File: src/hw/rtl/dkvt_pkg.sv
// ----------------------------------------------------------------------------
// dkvt_pkg
// Shared sizes, command and status codes for the descriptor key/value table.
// ----------------------------------------------------------------------------
package dkvt_pkg;

  localparam int ENTRIES = 16;
  localparam int IDX_W   = $clog2(ENTRIES);
  localparam int CNT_W   = $clog2(ENTRIES + 1);
  localparam int KEY_W   = 32;
  localparam int VAL_W   = 32;

  localparam logic [KEY_W-1:0] FIRST_KEY = KEY_W'(2);

  typedef enum logic [1:0] {
    CMD_INSERT = 2'd0,
    CMD_FIND   = 2'd1,
    CMD_REMOVE = 2'd2,
    CMD_POP    = 2'd3
  } cmd_t;

  typedef enum logic [1:0] {
    ST_OK        = 2'd0,
    ST_NOT_FOUND = 2'd1,
    ST_FULL      = 2'd2
  } status_t;

endpackage

File: src/hw/rtl/dkvt_req_if.sv
// ----------------------------------------------------------------------------
// dkvt_req_if
// Command channel into the descriptor key/value table.
// ----------------------------------------------------------------------------
interface dkvt_req_if;
  import dkvt_pkg::*;

  logic               valid;
  logic               ready;
  cmd_t               command;
  logic [KEY_W-1:0]   lookup_key;
  logic [VAL_W-1:0]   stored_value;

  modport source (output valid, output command, output lookup_key, output stored_value,
                  input ready);
  modport sink (input valid, input command, input lookup_key, input stored_value,
                output ready);
endinterface

File: src/hw/rtl/dkvt_rsp_if.sv
// ----------------------------------------------------------------------------
// dkvt_rsp_if
// Response channel out of the descriptor key/value table.
// ----------------------------------------------------------------------------
interface dkvt_rsp_if;
  import dkvt_pkg::*;

  logic               valid;
  logic               ready;
  status_t            status;
  logic [KEY_W-1:0]   result_key;
  logic [VAL_W-1:0]   result_value;

  modport source (output valid, output status, output result_key, output result_value,
                  input ready);
  modport sink (input valid, input status, input result_key, input result_value,
                output ready);
endinterface

File: src/hw/rtl/descriptor_key_value_table.sv
// ----------------------------------------------------------------------------
// descriptor_key_value_table
// Fixed table of key/value entries that hands out rising keys.
// ----------------------------------------------------------------------------
// Each command transfer (insert, find, remove, pop oldest) yields exactly one
// response transfer. One command is worked on at a time, in order: a sweep
// of the key memory through its single read port, one entry per cycle; a
// fetch step that updates the table and reads the value memory; and a load
// step that fills the response register once that register is free. The
// response sits in its own register, so a new command is taken while an older
// response still waits for its transfer. Keys start at 2 and count up; after
// key 0xFFFFFFFF is handed out every insert reports full. Valid marks clear
// at reset; key and value contents are not cleared.
// ----------------------------------------------------------------------------
module descriptor_key_value_table (
  input  logic       clk,
  input  logic       rst,
  dkvt_req_if.sink   req,
  dkvt_rsp_if.source rsp
);
  import dkvt_pkg::*;

  typedef enum logic [3:0] {
    S_IDLE  = 4'b0001,
    S_SCAN  = 4'b0010,
    S_FETCH = 4'b0100,
    S_LOAD  = 4'b1000
  } state_t;

  state_t state;

  // Latched command
  cmd_t             cmd;
  logic [KEY_W-1:0] lookup_key;
  logic [VAL_W-1:0] stored_value;

  // Storage: key and value memories, valid marks in flops
  logic [KEY_W-1:0] key_mem [ENTRIES];
  logic [VAL_W-1:0] val_mem [ENTRIES];
  logic [ENTRIES-1:0] entry_valid;
  logic [KEY_W-1:0] key_counter;

  logic [KEY_W-1:0] key_q;
  logic [VAL_W-1:0] val_q;

  // Sweep bookkeeping
  logic [CNT_W-1:0] cnt;
  logic [IDX_W-1:0] eval_idx;
  logic             hit;
  logic [IDX_W-1:0] hit_idx;
  logic             old_found;
  logic [IDX_W-1:0] old_idx;
  logic [KEY_W-1:0] old_key;
  logic             free_found;
  logic [IDX_W-1:0] free_idx;

  // Pending result
  status_t          res_status;
  logic [KEY_W-1:0] res_key;

  // Response register
  logic             out_valid;
  status_t          out_status;
  logic [KEY_W-1:0] out_key;
  logic [VAL_W-1:0] out_value;

  logic             req_fire;
  logic             scan_issue;
  logic             scan_eval;
  logic             scan_last;
  logic [IDX_W-1:0] scan_addr;
  logic             ev_valid;
  logic             ev_match;
  logic             ev_older;
  logic             ins_ok;
  logic             key_we;
  logic [IDX_W-1:0] val_raddr;
  logic             load_fire;

  assign req.ready  = (state == S_IDLE);
  assign req_fire   = req.valid && req.ready;

  // Sweep: issue a read at cnt, judge the entry read on the previous cycle
  assign scan_issue = (state == S_SCAN) && (cnt != CNT_W'(ENTRIES));
  assign scan_eval  = (state == S_SCAN) && (cnt != '0);
  assign scan_last  = (state == S_SCAN) && (cnt == CNT_W'(ENTRIES));
  assign scan_addr  = cnt[IDX_W-1:0];

  assign ev_valid   = entry_valid[eval_idx];
  assign ev_match   = ev_valid && (key_q == lookup_key);
  assign ev_older   = ev_valid && (!old_found || (key_q < old_key));

  // An insert needs a free entry and a counter that has not wrapped below 2
  assign ins_ok     = free_found && (key_counter >= FIRST_KEY);
  assign key_we     = (state == S_FETCH) && (cmd == CMD_INSERT) && ins_ok;
  assign val_raddr  = (cmd == CMD_POP) ? old_idx : hit_idx;

  assign load_fire  = (state == S_LOAD) && (!out_valid || rsp.ready);

  // Key memory: one write port, one registered read port
  always_ff @(posedge clk) begin
    if (key_we) begin
      key_mem[free_idx] <= key_counter;
    end
    if (scan_issue) begin
      key_q <= key_mem[scan_addr];
    end
  end

  // Value memory: one write port, one registered read port
  always_ff @(posedge clk) begin
    if (key_we) begin
      val_mem[free_idx] <= stored_value;
    end
    if (state == S_FETCH) begin
      val_q <= val_mem[val_raddr];
    end
  end

  // Control: sequencer, valid marks, key counter
  always_ff @(posedge clk) begin
    if (rst) begin
      state       <= S_IDLE;
      entry_valid <= '0;
      key_counter <= FIRST_KEY;
      cnt         <= '0;
    end else begin
      unique case (state)
        S_IDLE: begin
          if (req_fire) begin
            cnt   <= '0;
            state <= S_SCAN;
          end
        end
        S_SCAN: begin
          cnt <= cnt + CNT_W'(1);
          if (scan_last) begin
            state <= S_FETCH;
          end
        end
        S_FETCH: begin
          unique case (cmd)
            CMD_INSERT: begin
              if (ins_ok) begin
                entry_valid[free_idx] <= 1'b1;
                key_counter           <= key_counter + KEY_W'(1);
              end
            end
            CMD_FIND: begin
            end
            CMD_REMOVE: begin
              if (hit) begin
                entry_valid[hit_idx] <= 1'b0;
              end
            end
            CMD_POP: begin
              if (old_found) begin
                entry_valid[old_idx] <= 1'b0;
              end
            end
            default: begin
            end
          endcase
          state <= S_LOAD;
        end
        S_LOAD: begin
          // Hold until the response register is free
          if (load_fire) begin
            state <= S_IDLE;
          end
        end
        default: begin
          state <= S_IDLE;
        end
      endcase
    end
  end

  // Command capture and sweep results
  always_ff @(posedge clk) begin
    if (req_fire) begin
      cmd          <= req.command;
      lookup_key   <= req.lookup_key;
      stored_value <= req.stored_value;
      hit          <= 1'b0;
      old_found    <= 1'b0;
      free_found   <= 1'b0;
    end
    if (scan_issue) begin
      eval_idx <= scan_addr;
    end
    if (scan_eval) begin
      // First match wins, lowest free index wins, smallest key wins
      if (ev_match && !hit) begin
        hit     <= 1'b1;
        hit_idx <= eval_idx;
      end
      if (ev_older) begin
        old_found <= 1'b1;
        old_idx   <= eval_idx;
        old_key   <= key_q;
      end
      if (!ev_valid && !free_found) begin
        free_found <= 1'b1;
        free_idx   <= eval_idx;
      end
    end
    if (state == S_FETCH) begin
      res_key <= '0;
      unique case (cmd)
        CMD_INSERT: begin
          res_status <= ins_ok ? ST_OK : ST_FULL;
          if (ins_ok) begin
            res_key <= key_counter;
          end
        end
        CMD_FIND, CMD_REMOVE: begin
          res_status <= hit ? ST_OK : ST_NOT_FOUND;
        end
        CMD_POP: begin
          res_status <= old_found ? ST_OK : ST_NOT_FOUND;
          if (old_found) begin
            res_key <= old_key;
          end
        end
        default: begin
          res_status <= ST_NOT_FOUND;
        end
      endcase
    end
  end

  // Response register: drop on transfer, load when the item finishes
  always_ff @(posedge clk) begin
    if (rst) begin
      out_valid <= 1'b0;
    end else if (load_fire) begin
      out_valid <= 1'b1;
    end else if (rsp.ready) begin
      out_valid <= 1'b0;
    end
  end

  always_ff @(posedge clk) begin
    if (load_fire) begin
      out_status <= res_status;
      out_key    <= res_key;
      out_value  <= ((res_status == ST_OK) && (cmd != CMD_INSERT)) ? val_q : '0;
    end
  end

  assign rsp.valid        = out_valid;
  assign rsp.status       = out_status;
  assign rsp.result_key   = out_key;
  assign rsp.result_value = out_value;

endmodule

File: src/flat_wrapper.sv
// flat-port wrapper written by rule: the top's interface ports become plain ports
module descriptor_key_value_table_flat import dkvt_pkg::*;
  (clk, rst, req_valid, req_command, req_lookup_key, req_stored_value, req_ready, rsp_valid, rsp_status, rsp_result_key, rsp_result_value, rsp_ready);
  dkvt_req_if req_i ();
  dkvt_rsp_if rsp_i ();
  input  logic clk;
  input  logic rst;
  input wire logic [$bits(req_i.valid)-1:0] req_valid;
  input wire logic [$bits(req_i.command)-1:0] req_command;
  input wire logic [$bits(req_i.lookup_key)-1:0] req_lookup_key;
  input wire logic [$bits(req_i.stored_value)-1:0] req_stored_value;
  output wire logic [$bits(req_i.ready)-1:0] req_ready;
  output wire logic [$bits(rsp_i.valid)-1:0] rsp_valid;
  output wire logic [$bits(rsp_i.status)-1:0] rsp_status;
  output wire logic [$bits(rsp_i.result_key)-1:0] rsp_result_key;
  output wire logic [$bits(rsp_i.result_value)-1:0] rsp_result_value;
  input wire logic [$bits(rsp_i.ready)-1:0] rsp_ready;
  assign req_i.valid = req_valid;
  assign req_i.command = req_command;
  assign req_i.lookup_key = req_lookup_key;
  assign req_i.stored_value = req_stored_value;
  assign req_ready = req_i.ready;
  assign rsp_valid = rsp_i.valid;
  assign rsp_status = rsp_i.status;
  assign rsp_result_key = rsp_i.result_key;
  assign rsp_result_value = rsp_i.result_value;
  assign rsp_i.ready = rsp_ready;
  descriptor_key_value_table u_core (.clk(clk), .rst(rst), .req(req_i), .rsp(rsp_i));
endmodule
File: config.mk
export PLATFORM = sky130hd
export DESIGN_NAME = descriptor_key_value_table_flat
export DESIGN_NICKNAME = d
export VERILOG_FILES = /design/src/hw/rtl/dkvt_pkg.sv /design/src/hw/rtl/dkvt_req_if.sv /design/src/hw/rtl/dkvt_rsp_if.sv /design/src/hw/rtl/descriptor_key_value_table.sv /design/src/flat_wrapper.sv
export SDC_FILE = /design/constraint.sdc
export NUM_CORES = 1
export LEC_CHECK = 0
export BUFFER_PORTS_ARGS = -buffer_cell sky130_fd_sc_hd__buf_2
export CORE_MARGIN = 4
export CORE_UTILIZATION = 45
export DETAILED_ROUTE_END_ITERATION = 10
export PLACE_DENSITY_LB_ADDON = 0.3
export SLEW_MARGIN = 0
export SYNTH_ARGS = -nofsm -noshare
export SYNTH_HDL_FRONTEND = slang
export SYNTH_SLANG_ARGS = --single-unit
File: constraint.sdc
create_clock -name clk -period 7.6 [get_ports clk]
set_input_delay 0.38 -clock clk [delete_from_list [all_inputs] [get_ports clk]]
set_output_delay 0.38 -clock clk [all_outputs]
set_load 0.02 [all_outputs]
==> results.sh, run 1 <==
export IMPL_fin_total_pwr_mw=15.7
export IMPL_htreeDepth=4
export IMPL_synth_area_per_cell_um2=21.2
export IMPL_hold_depth=3
export IMPL_grt_overflow_total=0
export IMPL_start_util_pct=45.5
export IMPL_root_buffer="clkbuf_16"
export IMPL_firstDrtPassIters=7
export IMPL_grt_pass1_vias=26300
export IMPL_clock_latency_ps=740
export IMPL_routed_wirelength_mm=120
export IMPL_hold_class="primary input to register"
export IMPL_die_height_um=349
export IMPL_finalWeightedCongestion=0.840
export IMPL_drv_cap=0
export IMPL_endpoint_kind="register"
export IMPL_drtAntennaViolNets=0
export IMPL_clock_skew_ps=31.2
export IMPL_crit_fanout=27
export IMPL_synth_seq_cells=1363
export IMPL_slew_viol_final=0
export IMPL_synth_ff_type="edfxtp_1"
export IMPL_path_clk_slew_ps=60
export IMPL_synth_most_common_cell="edfxtp_1"
export IMPL_fin_nets=2866
export IMPL_status="completed"
export IMPL_rsz0062_at_grt="false"
export IMPL_p_leak_nw=19.2
export IMPL_cp_start_kind="register"
export IMPL_ios=138
export IMPL_worstSetupPathType="register to register"
export IMPL_ys_top_cells_by_area="edfxtp_1, mux4_2, dfxtp_1, mux2i_1, ha_1"
export IMPL_synth_seq_area_share_pct=77.2
export IMPL_yosysTopAreaCell="edfxtp_1"
export IMPL_cts_sinks=1363
export IMPL_synth_edff_count=1302
export IMPL_grt_max_degree=129
export IMPL_period_share_pct=60.8
export IMPL_drtIter0Drc=2724
export IMPL_reg2reg_to="u_core.val_mem[15][23]"
export IMPL_yosysWarnings=0
export IMPL_wl_per_cell_um=27.3
export IMPL_core_area_um2=115000
export IMPL_peakVddDrop_mv=0.218
export IMPL_rows=124
export IMPL_area_growth_syn_to_layout_pct=15.1
export IMPL_worst_slew_pin_slew_ps=1200
export IMPL_hpwl_mm=65.8
export IMPL_grt_usage_pct=19.8
export IMPL_port_buffers=137
export IMPL_ctsHoldBuffers=68
export IMPL_finalInstanceArea_um2=60100
export IMPL_placed_area_um2=55000
export IMPL_synth_async_reset_ratio_pct=0
export IMPL_timing_hold_ws_ps=289
export IMPL_vias_per_cell=5.85
export IMPL_dieArea_um2=122000
export IMPL_pwr_density_cell_nw_per_um2=261
export IMPL_num_vias=25600
export IMPL_yosysTopAreaCellShare_pct=74.8
export IMPL_ff2ff_path_depth=9
export IMPL_drc=0
export IMPL_antenna_found_initial=1
export IMPL_cts_tree="built"
export IMPL_synth_fp_nets=2577
export IMPL_arrival_ps=4990
export IMPL_finalCriticalPeriod_ps=4620
export IMPL_cts_resized_gates=0
export IMPL_relSlewSlack_pct=20.2
export IMPL_timing_rr_start="u_core.cmd[1]"
export IMPL_setup_viol=0
export IMPL_ff2ff_setup_slack_ps=2980
export IMPL_hold_viol_final=0
export IMPL_drive_gt1_share_pct=25.3
export IMPL_hold_path_end="u_core.rsp.valid"
export IMPL_fmax_mhz=216
export IMPL_synth_cell_types=56
export IMPL_min_from="rst"
export IMPL_clock_path_buffers=3
export IMPL_post_cts_buffers=0
export IMPL_die_w_um=349
export IMPL_synth_common_cells="edfxtp_1, mux4_2, mux2i_1"
export IMPL_tns_ps=0
export IMPL_required_ps=7970
export IMPL_grt_first_pass_wirelength_mm=177
export IMPL_synth_area_um2=52200
export IMPL_numCtsBuffers=139
export IMPL_netlist_instances=2468
==> flip-flops by register name, summed over array words and instances, names as in the netlist, 2 cells and up <==
signal	flops
u_core.cmd	2
u_core.cnt	5
u_core.entry_valid	16
u_core.eval_idx	4
u_core.free_idx	4
u_core.hit_idx	4
u_core.key_counter	32
u_core.key_mem	512
u_core.key_q	32
u_core.lookup_key	32
u_core.old_idx	4
u_core.old_key	32
u_core.res_key	32
u_core.res_status	2
u_core.rsp.result_key	32
u_core.rsp.result_value	32
u_core.rsp.status	2
u_core.state	4
u_core.stored_value	32
u_core.val_mem	512
u_core.val_q	32
==> cell families (layout without fill, tap and decap cells) <==
group	after synthesis	after routing	share of synthesized area [%]
compound gates	148	148	2.05
fa+ha+maj	39	39	0.934
buf+inv	166	564	1.26
xor+xnor	52	52	0.872
mux	394	394	14.6
other cells	0	1	0
flops	1363	1363	77.2
simple gates	306	306	3.14
==> cells in the final DEF (no fill, tap or decap), types with 11 or more instances in the layout <==
master / Yosys / routed
nand3_1: 21 / 21
nor2_1: 81 / 81
mux4_2: 293 / 293
ha_1: 39 / 39
buf_2: 23 / 137
clkbuf_1: 71 / 30
edfxtp_1: 1302 / 1302
clkbuf_16: 0 / 140
nand2_1: 41 / 41
o21ai_0: 11 / 11
nor4_1: 24 / 20
bufinv_16: 0 / 12
and2_1: 35 / 35
nand4_1: 15 / 15
xnor2_1: 48 / 48
nor3_2: 0 / 13
a21oi_1: 29 / 27
nor3_1: 26 / 13
clkinv_2: 0 / 24
mux2i_1: 99 / 96
inv_1: 48 / 47
clkinv_1: 0 / 25
dfxtp_1: 61 / 57
a22oi_1: 44 / 44
dlygate4sd3_1: 0 / 68
buf_4: 0 / 58
==> worst max-delay path, stage by stage, from the launching register on <==
cell      delay [ps]
edfxtp_1         430
inv_1            110
ha_1             740
nand2_1          300
nor2_1           350
o21ai_2           80
buf_4            260
nor3_2           930
buf_4            540
buf_4            460
==> through the flow <==
stage	std cells	util, %	worst slack [ps]
6_report	4379	52.4	2980
5_1_grt	4378	52.4	2790
4_1_cts	4378	52.4	3040
3_5_place_dp	4060	47.9	3080
3_3_place_gp	4060	47.9	3180
2_1_floorplan	2468	-	-634
==> cell type report <==
cell class / count / area (um^2)
repair buffers: 265 / 1840
inverters: 49 / 191
clock buffers: 170 / 3620
fillers: 8893 / 54700
diodes: 1 / 2.50
multi-input cells: 939 / 11400
well taps: 1512 / 1890
clock inverters: 80 / 808
flip-flops and latches: 1363 / 40300
==> worst max-delay path by stage <==
stage / startpoint / endpoint / cells after the start
floorplan: u_core.cmd[0] / u_core.key_mem[0][0] / 8
global route: u_core.cmd[1] / u_core.val_mem[15][21] / 9
CTS: u_core.cmd[0] / u_core.val_mem[15][21] / 9
detailed placement: u_core.cmd[1] / u_core.key_mem[15][14] / 9
global placement: u_core.cmd[0] / u_core.key_mem[15][14] / 9
finish: u_core.cmd[1] / u_core.val_mem[15][23] / 9
==> routing by layer <==
metal / global-route usage [%] / share of wire [%]
met5: 0 / 0
met2: 32.3 / 49
met3: 3.02 / 6.7
met1: 28.4 / 42
met4: 5.35 / 2.0
==> where the power goes <==
part | internal (mW) | switching, mW
Combinational | 0.272 | 0.333
Clock | 3.82 | 2.81
Sequential | 8.34 | 0.145
(Power assumes the default switching activity.)
==> run 2: changes to the inputs <==
==> constraint.sdc (replaced) <==
create_clock -name clk -period 3.8 [get_ports clk]
set_input_delay 0.19 -clock clk [delete_from_list [all_inputs] [get_ports clk]]
set_output_delay 0.19 -clock clk [all_outputs]
set_load 0.02 [all_outputs]
==> run 2 against run 1 <==
  * Sequential share of layout area fell by 0.67 points
  * Register-to-register slack worse by 2500 ps
  * Critical path depth shrank 3
  * Non-clock buffer count rose by 38
  * Combinational power is 110% higher
  * Fmax rose by 38%
  * Core utilization grew 0.54 points
  * Sequential power grew 100%
  * Sequential cell count is the same
  * Critical path type unchanged
  * Critical endpoint is now u_core.val_mem[1][15]
  * Largest power group unchanged
==> results.sh, run 2 (synthesized netlist as in run 1, its figures left out) <==
export IMPL_area_growth_syn_to_layout_pct=16.3
export IMPL_numCtsBuffers=137
export IMPL_fin_total_pwr_mw=31.4
export IMPL_largestRegisters="u_core.key_mem: 512 flops, u_core.val_mem: 512 flops"
export IMPL_timing_final_ws_setup_ps=442
export IMPL_hpwl_mm=67.1
export IMPL_seq_area_um2=40300
export IMPL_arrival_ps=3720
export IMPL_cpPeakStageDelay_ps=800
export IMPL_rsz0062_at_grt="false"
export IMPL_die_w_um=349
export IMPL_drc=0
export IMPL_grt_pass1_vias=26400
export IMPL_fin_cells=4407
export IMPL_htreeDepth=4
export IMPL_final_cell_mix="edfxtp_1, mux4_2, clkbuf_16, buf_2, mux2i_1"
export IMPL_cts_tree="built"
export IMPL_cp_slowest_cell="nor4_4"
export IMPL_final_common_cell="edfxtp_1"
export IMPL_dpl_worst_slack_ps=452
export IMPL_cts_sinks=1363
export IMPL_antenna_found_initial=2
export IMPL_pwr_density_cell_nw_per_um2=516
export IMPL_placed_area_um2=55700
export IMPL_finalInstanceArea_um2=60700
export IMPL_grt_usage_pct=19.6
export IMPL_dieArea_um2=122000
export IMPL_hold_viol_final=0
export IMPL_firstDrtPassIters=6
export IMPL_period_share_pct=88.4
export IMPL_utilization_pct=52.9
export IMPL_slew_viol_final=0
export IMPL_hold_class="primary input to register"
export IMPL_required_ps=4160
export IMPL_worst_path_buf_inv=1
export IMPL_rows=124
export IMPL_port_buffers=137
export IMPL_peakVddDrop_mv=0.461
export IMPL_clock_skew_ps=25.6
export IMPL_n_antenna_cell=0
export IMPL_nFillCells=8759
export IMPL_fin_nets=2902
export IMPL_ios=138
export IMPL_vias_per_cell=5.86
export IMPL_drtAntennaViolNets=0
export IMPL_grt_overflow_total=0
export IMPL_dp_cells=4096
export IMPL_post_cts_buffers=0
export IMPL_num_vias=25800
export IMPL_status="completed"
export IMPL_start_util_pct=45.5
export IMPL_drv_cap=0
export IMPL_wl_per_cell_um=27.0
export IMPL_core_area_um2=115000
export IMPL_critical_path_top_delay_family="simple AND/OR/NAND/NOR gates"
export IMPL_path_clk_slew_ps=60
export IMPL_finalCriticalPeriod_ps=3360
export IMPL_p_leak_nw=19.6
export IMPL_die_height_um=349
export IMPL_clock_path_buffers=3
export IMPL_drtIter0Drc=2908
export IMPL_relSlewSlack_pct=20.9
export IMPL_path_cells="ha_1 -> nor4_1 -> nand4_1 -> o21ai_4 -> nor4_4 -> buf_4"
export IMPL_multiInputGateArea_um2=11600
export IMPL_drive_gt1_share_pct=26.3
export IMPL_cp_start_kind="register"
export IMPL_endpoint_kind="register"
export IMPL_root_buffer="clkbuf_16"
export IMPL_routed_wirelength_mm=119
export IMPL_fmax_mhz=298
export IMPL_crit_fanout=31
export IMPL_finalWeightedCongestion=0.841
export IMPL_setup_viol=0
export IMPL_grt_first_pass_wirelength_mm=176
export IMPL_clock_latency_ps=750
export IMPL_worstSetupPathType="register to register"
export IMPL_grt_max_degree=133
export IMPL_worst_slew_pin_slew_ps=1180
-- run 2: changes by cell type in the layout (fill, tap and decap cells not counted), sizes merged --
cell,previous run,this run
buf,197,233
clkinv,55,47
dlygate4sd3,68,70
bufinv,12,11
diode,1,0
-- run 2: report_power, final --
| part | total, mW | leakage (nW) | internal, mW | switching (mW) |
|---|---|---|---|---|
| clock network | 13.1 | 2.12 | 7.57 | 5.56 |
| logic | 1.27 | 5.06 | 0.575 | 0.693 |
| registers | 17.0 | 12.4 | 16.7 | 0.292 |
-- run 2: final timing paths --
path              cells past startpoint  slack, ps             startpoint                         to
setup / recovery                      6        440  u_core.key_counter[1]      u_core.val_mem[1][15]
hold / removal                        2        160   req_stored_value[18]    u_core.stored_value[18]
setup reg to reg                      6        440  u_core.key_counter[1]      u_core.val_mem[1][15]
hold reg to reg                       0        420     u_core.res_key[26]  u_core.rsp.result_key[26]
-- run 2: routing by layer --
layer / wire (um) / track usage, % / vias to the layer above
met5: 13 / 0 / -
met4: 3190 / 6.16 / 2
met3: 8130 / 3.19 / 197
met2: 57900 / 31.6 / 1016
met1: 49700 / 27.9 / 13700
li1: - / - / 10900
-- run 2: area by class of cell --
type / instances / share of cell area, %
flip-flops and latches: 1363 / 66.4
clock buffers: 170 / 5.95
well taps: 1512 / 3.11
multi-input cells: 939 / 19.0
clock inverters: 71 / 1.26
inverters: 49 / 0.315
repair buffers: 303 / 3.92
-- run 2: what timing repair did --
item / 4_1_cts / 5_1_grt
hold buffers: 70 / 0
gates resized for setup: 0 / 0
endpoints found under the hold margin: 81 / 0
-- run 2: metrics by stage --
stage / TNS [ps] / hold WS, ps
floorplan: -6220 / 289
global placement: 0 / 366
detailed placement: 0 / 368
CTS: 0 / 101
global route: 0 / 132
finish: 0 / 163
-- run 2: worst reg2reg max path, stage by stage (launching register included) --
cell	delay [ps]
dfxtp_2	590
ha_1	250
nor4_1	60
nand4_1	330
o21ai_4	290
nor4_4	810
buf_4	630
